<file path="src/kf2d_pkg.sv">
// ---------------------------------------------------------------------------
// kf2d_pkg - shared types and constants for the 2D tracker
// Opcodes, Q16 constants, step selects, command and status structs, saturation.
// ---------------------------------------------------------------------------
`default_nettype none
package kf2d_pkg;

  localparam int unsigned OpW = 3;
  localparam logic [OpW-1:0] OP_RESET   = 3'd0;
  localparam logic [OpW-1:0] OP_INIT    = 3'd1;
  localparam logic [OpW-1:0] OP_PREDICT = 3'd2;
  localparam logic [OpW-1:0] OP_PONLY   = 3'd3;
  localparam logic [OpW-1:0] OP_UPDATE  = 3'd4;

  localparam logic signed [31:0] ONE_Q16     = 32'sd65536;
  localparam logic signed [31:0] QUARTER_Q16 = 32'sd16384;
  localparam logic [31:0]        TICK_Q16    = 32'd3277;

  // multiplier operand selects
  typedef enum logic [3:0] {
    M_VXDT, M_VYDT, M_QDT, M_PVXVXDT, M_PVYVYDT, M_PXVXDT, M_QVDT, M_PYVYDT,
    M_KX, M_KY, M_KVX, M_KVY, M_CXX, M_CYY, M_CVXX, M_CVYY
  } mstep_t;

  // divider jobs
  typedef enum logic [1:0] { D_KX, D_KY, D_KVX, D_KVY } dsel_t;

  typedef struct packed {
    logic   load;      // latch input item
    logic   do_reset;
    logic   do_init;
    logic   mul_go;    // run multiply-accumulate step mstep
    mstep_t mstep;
    logic   div_go;
    dsel_t  dsel;
    logic   copy_pred; // estimate <= prediction
    logic   add_dt;
    logic   add_tick;
    logic   qv_go;     // compute qv = (q+5)/10
  } kf2d_cmd_t;

  typedef struct packed {
    logic           busy;    // mul or div unit running
    logic           init_flag;
    logic [OpW-1:0] op;
    logic           dt_zero;
  } kf2d_sts_t;

  function automatic logic signed [31:0] sat32(input logic signed [65:0] v);
    if (v > 66'sd2147483647) return 32'sh7fffffff;
    if (v < -66'sd2147483648) return 32'sh80000000;
    return v[31:0];
  endfunction

endpackage
`default_nettype wire

</file>
<file path="src/kf2d_ctrl.sv">
// ---------------------------------------------------------------------------
// kf2d_ctrl - operation sequencer
// Walks each op through its multiply and divide steps.
// ---------------------------------------------------------------------------
`default_nettype none
module kf2d_ctrl (
  input  wire logic                clk,
  input  wire logic                rst,
  input  wire logic                in_fire,
  output logic                     in_ready,
  output logic                     res_load,
  input  wire logic                res_free,
  output kf2d_pkg::kf2d_cmd_t      cmd,
  input  wire kf2d_pkg::kf2d_sts_t sts
);
  import kf2d_pkg::*;

  typedef enum logic [3:0] {
    S_IDLE, S_DISPATCH, S_QV, S_PRED, S_PONLY, S_DIV, S_UPD, S_TICK, S_WAIT, S_DONE
  } state_t;

  state_t     state;
  logic [3:0] step;
  logic       issued;
  kf2d_cmd_t  c;

  assign in_ready = (state == S_IDLE);
  assign res_load = (state == S_DONE) && res_free;

  always_comb begin
    c = '0;
    c.load = in_fire;
    c.mstep = mstep_t'(step);
    c.dsel = dsel_t'(step[1:0]);
    unique case (state)
      S_DISPATCH: begin
        c.do_reset = (sts.op == OP_RESET);
        c.do_init  = (sts.op == OP_INIT) || (sts.op == OP_UPDATE && !sts.init_flag);
        c.qv_go    = (sts.op == OP_PREDICT || sts.op == OP_PONLY) && sts.init_flag
                     && !sts.dt_zero;
      end
      S_PRED:  c.mul_go = !issued && !sts.busy;
      S_DIV:   c.div_go = !issued && !sts.busy;
      S_UPD:   begin
        c.mul_go = !issued && !sts.busy;
        c.mstep  = mstep_t'(4'(M_KX) + step);
      end
      S_PONLY: begin c.copy_pred = 1'b1; c.add_dt = 1'b1; end
      S_TICK:  c.add_tick = 1'b1;
      default: ;
    endcase
  end
  assign cmd = c;

  always_ff @(posedge clk) begin
    if (rst) begin
      state <= S_IDLE;
      step <= '0;
      issued <= 1'b0;
    end else begin
      unique case (state)
        S_IDLE: if (in_fire) state <= S_DISPATCH;
        S_DISPATCH: begin
          step <= '0; issued <= 1'b0;
          if ((sts.op == OP_PREDICT || sts.op == OP_PONLY) && sts.init_flag)
            state <= sts.dt_zero ? (sts.op == OP_PONLY ? S_PONLY : S_DONE) : S_QV;
          else if (sts.op == OP_UPDATE && sts.init_flag) state <= S_DIV;
          else state <= S_DONE;
        end
        S_QV: if (!sts.busy) state <= S_PRED;
        S_PRED: begin
          if (c.mul_go) issued <= 1'b1;
          else if (issued && !sts.busy) begin
            issued <= 1'b0;
            step <= step + 4'd1;
            if (step == 4'(M_PYVYDT)) begin
              step <= '0;
              state <= (sts.op == OP_PONLY) ? S_PONLY : S_DONE;
            end
          end
        end
        S_PONLY: state <= S_DONE;
        S_DIV: begin
          if (c.div_go) issued <= 1'b1;
          else if (issued && !sts.busy) begin
            issued <= 1'b0;
            step <= step + 4'd1;
            if (step == 4'd3) begin step <= '0; state <= S_UPD; end
          end
        end
        S_UPD: begin
          if (c.mul_go) issued <= 1'b1;
          else if (issued && !sts.busy) begin
            issued <= 1'b0;
            step <= step + 4'd1;
            if (step == 4'd7) begin step <= '0; state <= S_TICK; end
          end
        end
        S_TICK: state <= S_DONE;
        S_DONE: if (res_free) state <= S_IDLE;
        default: state <= S_IDLE;
      endcase
    end
  end

  assert property (@(posedge clk) disable iff (rst) in_fire |-> state == S_IDLE);
  assert property (@(posedge clk) disable iff (rst) res_load |=> state == S_IDLE);
  assert property (@(posedge clk) disable iff (rst) $countones({c.mul_go, c.div_go}) <= 1);
endmodule
`default_nettype wire

</file>
<file path="config.mk">
export PLATFORM = sky130hd
export DESIGN_NAME = kf2d_ctrl
export DESIGN_NICKNAME = d
export VERILOG_FILES = /design/src/kf2d_pkg.sv /design/src/kf2d_ctrl.sv
export SDC_FILE = /design/constraint.sdc
export NUM_CORES = 1
export LEC_CHECK = 0
export BUFFER_PORTS_ARGS = -buffer_cell sky130_fd_sc_hd__buf_2
export CAP_MARGIN = 20
export CELL_PAD_IN_SITES_DETAIL_PLACEMENT = 1
export CELL_PAD_IN_SITES_GLOBAL_PLACEMENT = 1
export CORE_ASPECT_RATIO = 0.7
export CORE_MARGIN = 2
export CORE_UTILIZATION = 38
export CTS_CLUSTER_DIAMETER = 100
export CTS_CLUSTER_SIZE = 24
export DETAILED_ROUTE_END_ITERATION = 12
export GPL_TIMING_DRIVEN = 0
export PLACE_DENSITY = 0.88
export SLEW_MARGIN = 5
export SYNTH_ARGS = -nofsm -noshare
export SYNTH_HDL_FRONTEND = slang
export SYNTH_SLANG_ARGS = --single-unit
</file>
<file path="constraint.sdc">
create_clock -name clk -period 5 [get_ports clk]
set_clock_uncertainty 0.2 [all_clocks]
set_input_delay 1.25 -clock clk [delete_from_list [all_inputs] [get_ports clk]]
set_output_delay 1.25 -clock clk [all_outputs]
set_load 0.05 [all_outputs]
</file>
==> results.cfg, run 1 <==
[logic_synthesis]
syn_nets = 139
synth.distinct_cells = 44
yosys.area.top_type_share = 0.195
ys_ff_latch = 9
synth.area.top_cells = dfxtp_1 (20%), buf_4 (5.7%), a21oi_1 (4.3%)
yosys_warnings = 0
seq_area_frac_synth = 0.195
synth_area_leader_cell = dfxtp_1
synth_flop_cell = dfxtp_1
ys_top_cells_by_count = nor2_1 (10), dfxtp_1 (9), a21oi_1 (8), nand2_1 (8)
netlist_instances = 128
synth_area_um2 = 922
yosysMostFrequentCell = nor2_1
async_flop_share = 0
syn_avg_cell_area_um2 = 7.20
synth-edff-count = 0

[run]
maxCapViolCount = 0

[global_route]
grt_overflow = 0
grt_pass1_vias = 1106
antenna_found_initial = 0
grt_max_degree = 11
track_usage = 0.246
grt_first_pass_wirelength_um = 5340

[cts]
cts_resized = 0
cts_buffer_depth = 2
post_cts_buffers = 0
cts_tree = done
clk_latency_ps = 280
numCtsBuffers = 3
cts.sinks = 9
clkTransAtPathRegs_ps = 60
cts-root-buf = clkbuf_4
holdBufCountCts = 0
htree_levels = 1

[timing]
fin_crit_sh = 0.717
fin_setup_tns_ps = 0
rsz0062_at_grt = false
fin_ws_ps = 1410
relSlewSlack = 0.512
worst_pin_slew_ps = 728
hold_viol = 0
fmaxAchievable_ghz = 0.279
finalCriticalPeriod_ps = 3590
setup_viol = 0
slew_violations = 0

[power_and_ir_drop]
leakage_nw = 0.480
peakVddDrop_mv = 0.102
p_total_w = 0.000268
power_density_nw_per_um2 = 241

[hold_path]
holdCritPathClass = reg -> reg

[critical_path]
worst-endpoint-required_ps = 3550
cp_max_fo = 10
worstPathArrival_ps = 2140
criticalPathCategory = reg -> out
endpoint_kind = output port
startpoint_type = register

[routing]
via_per_inst = 5.89
post_drt_wl_per_cell_um = 16.8
drt_iter0_drc = 69
ant_nets = 0
firstDrtPassIters = 4
drt-total-wl_um = 3170
drc = 0
vias = 1114

[floorplanning]
fp-row-count = 14
start_util = 0.415
die-area_um2 = 2840
die_w_um = 62.9
num_io_pins = 27
coreArea_um2 = 2220
die_h_um = 45.2

[finish]
fin_area_um2 = 1110
diodes = 0
layout.nets = 169
drive_gt1_frac = 0.261
final_util = 0.501
area_delta_synth_final_pct = 20.8

[place]
gp_congestion = 0.813
dp_hpwl_um = 2300
place_ws_ps = 1440
place_area_um2 = 1090
port_buffers = 25

[status]
run_status = complete, no violations
==> layer usage <==
metal	vias up	share of wire	global-route usage
li1	528	-	-
met1	543	0.45	0.328
met2	39	0.48	0.419
met3	4	0.063	0.0499
met4	0	0.0066	0.0533
met5	-	0	0
==> per-stage QoR <==
stage,instances,hold WS [ps]
floorplan,128,288
global placement,185,306
CTS,189,353
detailed placement,185,342
global route,189,400
finish,189,357
==> registers in the layout (all words and copies together), names as in the netlist <==
register and count:
step 4, state 4, issued 1
==> final cells by class <==
cell class	count	area, µm²
inverters	6	22.5
flip-flops and latches	9	180
plain buffers	16	97.6
well taps	32	40.0
fillers	313	1110
repair buffers	25	125
clock buffers	4	26.3
multi-input cells	97	622
==> critical path, stage by stage (launching register included) <==
cell     delay [ps]
dfxtp_1         290
buf_2           160
buf_2           190
nor2b_1         360
nand3_1         300
nor4_1          250
buf_2           310
==> power by group <==
part	switching [W]	total, W	internal [W]
combinational	0.0000820	0.000124	0.0000420
sequential	0.00000584	0.0000825	0.0000766
clock	0.0000305	0.0000615	0.0000310
total	0.000118	0.000268	0.000150
==> cells in the final DEF, fill, tap and decap left out, drive strengths merged, types with 2 or more instances in the layout <==
| cell | instances |
|---|---|
| nand2 | 8 |
| nand3 | 3 |
| nand3b | 2 |
| inv | 6 |
| a211oi | 2 |
| a21oi | 8 |
| or4 | 2 |
| o21ai | 4 |
| a31oi | 4 |
| clkbuf | 8 |
| nand2b | 6 |
| a311oi | 2 |
| nor3 | 7 |
| nor2b | 6 |
| buf | 37 |
| xnor2 | 3 |
| nor2 | 10 |
| nand4 | 2 |
| nor4 | 3 |
| mux2i | 3 |
| o2111ai | 2 |
| nor3b | 2 |
| dfxtp | 9 |
==> cells by family (layout without fill, tap and decap cells) <==
family / Yosys count / after routing / synth area share
simple gates: 59 / 59 / 0.366
compound gates: 30 / 30 / 0.224
buf+inv: 22 / 51 / 0.130
flops: 9 / 9 / 0.195
xor+xnor: 4 / 4 / 0.0380
mux: 3 / 3 / 0.0326
fa+ha+maj: 1 / 1 / 0.0136
==> worst paths after layout <==
check / startpoint / to / slack, ps / depth (start not counted)
max reg2reg: step[0]$_SDFFE_PP0P_ / state[1]$_SDFFE_PP0P_ / 2500 / 6
min reg2reg: step[0]$_SDFFE_PP0P_ / step[0]$_SDFFE_PP0P_ / 360 / 2
max: state[2]$_SDFFE_PP0P_ / cmd[13] / 1410 / 6
min: step[0]$_SDFFE_PP0P_ / step[0]$_SDFFE_PP0P_ / 360 / 2
Note: power is estimated with default switching activity, not from simulation.
==> inputs of run 2 (changes only) <==
--- a/config.mk
+++ b/config.mk
@@ -11,12 +11,12 @@
 export CELL_PAD_IN_SITES_GLOBAL_PLACEMENT = 1
 export CORE_ASPECT_RATIO = 0.7
 export CORE_MARGIN = 2
-export CORE_UTILIZATION = 38
+export CORE_UTILIZATION = 32
 export CTS_CLUSTER_DIAMETER = 100
 export CTS_CLUSTER_SIZE = 24
 export DETAILED_ROUTE_END_ITERATION = 12
 export GPL_TIMING_DRIVEN = 0
-export PLACE_DENSITY = 0.88
+export PLACE_DENSITY = 0.79
 export SLEW_MARGIN = 5
 export SYNTH_ARGS = -nofsm -noshare
 export SYNTH_HDL_FRONTEND = slang
==> constraint.sdc (replaced) <==
create_clock -name clk -period 2.9 [get_ports clk]
set_clock_uncertainty 0.2 [all_clocks]
set_input_delay 0.725 -clock clk [delete_from_list [all_inputs] [get_ports clk]]
set_output_delay 0.725 -clock clk [all_outputs]
set_load 0.05 [all_outputs]
==> results.cfg, run 2 (synthesis results as in run 1) <==
[critical_path]
worstPathArrival_ps = 1830
cp_max_fo = 10
worst-endpoint-required_ps = 1980
endpoint_kind = output port
criticalPathCategory = reg -> out
startpoint_type = register

[cts]
cts.sinks = 9
holdBufCountCts = 0
htree_levels = 1
numCtsBuffers = 3
cts-root-buf = clkbuf_8
cts_buffer_depth = 2
clkTransAtPathRegs_ps = 50
post_cts_buffers = 0
clk_latency_ps = 230
cts_tree = done

[floorplanning]
die-area_um2 = 3330
fp-row-count = 16
die_w_um = 68.2
die_h_um = 48.9
start_util = 0.334
coreArea_um2 = 2760
num_io_pins = 27

[timing]
fin_crit_sh = 0.950
slew_violations = 0
fmaxAchievable_ghz = 0.363
hold_viol = 0
setup_viol = 0
finalCriticalPeriod_ps = 2750
rsz0062_at_grt = false
relSlewSlack = 0.552
worst_pin_slew_ps = 668

[global_route]
grt_first_pass_wirelength_um = 5240
grt_overflow = 0
antenna_found_initial = 0
grt_pass1_vias = 1097
track_usage = 0.205
grt_max_degree = 11

[routing]
drc = 0
ant_nets = 0
vias = 1078
post_drt_wl_per_cell_um = 15.7
drt_iter0_drc = 65
drt-total-wl_um = 3030
via_per_inst = 5.59
firstDrtPassIters = 4

[place]
dp_hpwl_um = 2280
dp.cells = 189
place_area_um2 = 1110
port_buffers = 25
gp_congestion = 0.823

[finish]
biggestRegsByFlops = state: 4 flops, step: 4 flops, issued: 1 flops
final_common_cell = buf_2
most-common-layout-cells = buf_2 (26), nor2_1 (10), dfxtp_1 (9), nand2_1 (8), a21oi_1 (8)
fin_area_um2 = 1170
diodes = 0
area_delta_synth_final_pct = 26.7
drive_gt1_frac = 0.293
layout.nets = 169
final_util = 0.423
stdcell_count = 193

[power_and_ir_drop]
power_density_nw_per_um2 = 435
leakage_nw = 0.491
peakVddDrop_mv = 0.212

[status]
run_status = complete, no violations

[hold_path]
holdCritPathClass = reg -> reg

[run]
maxCapViolCount = 0
[run 2: cell types whose count changed in the layout (fill, tap and decap cells not counted), sizes merged]
cell and change:
buf -2, clkbuf +2
[run 2: timing repair]
item | in CTS | in global routing
resized for setup | 1 | 3
endpoints found under the setup margin | 3 | 3
pin swaps | 0 | 0
[run 2: layout make-up]
cell class                      instances  area [µm²]
Tap cell                               36        45.0
Inverter                                6        22.5
Timing Repair Buffer                   25         130
Fill cell                             360        1590
Buffer                                 16        97.6
Sequential cell                         9         180
Multi-Input combinational cell         97         648
Clock buffer                            4        45.0
[run 2: path summary, 6_finish.rpt]
path | start | end | slack (ps) | cells after the start
worst max-delay path | state[2]$_SDFFE_PP0P_ | cmd[0] | 150 | 6
worst max register to register | step[0]$_SDFFE_PP0P_ | state[1]$_SDFFE_PP0P_ | 450 | 6
worst min-delay path | step[1]$_SDFFE_PP0P_ | step[1]$_SDFFE_PP0P_ | 340 | 2
worst min register to register | step[1]$_SDFFE_PP0P_ | step[1]$_SDFFE_PP0P_ | 340 | 2
[run 2: layer usage]
metal | global-route usage | vias to the layer above | routed length [µm]
li1 | - | 523 | -
met2 | 0.330 | 31 | 1470
met1 | 0.272 | 522 | 1400
met5 | 0 | - | 0
met4 | 0.0467 | 0 | 8
met3 | 0.0508 | 2 | 148
[run 2: worst max-delay path, cell delays in order, from the launching register on]
cell and delay, ps:
dfxtp_1 290, buf_2 160, buf_2 200, nor2b_2 250, nand3_2 190, nor3_1 240, clkbuf_4 270
[run 2: report_power, final]
part | internal [W] | switching [W]
combinational | 0.0000749 | 0.000142
clock | 0.0000961 | 0.0000524
sequential | 0.000133 | 0.0000103
[run 2: per-stage QoR]
step	TNS (ps)	power [W]	hold slack [ps]	setup slack, ps
6_report	0	0.000508	336	145
5_1_grt	0	0.000542	353	24.7
4_1_cts	0	0.000508	338	78.6
3_5_place_dp	0	0.000355	331	210
3_3_place_gp	0	0.000348	304	229
2_1_floorplan	-283	0.000301	288	-142
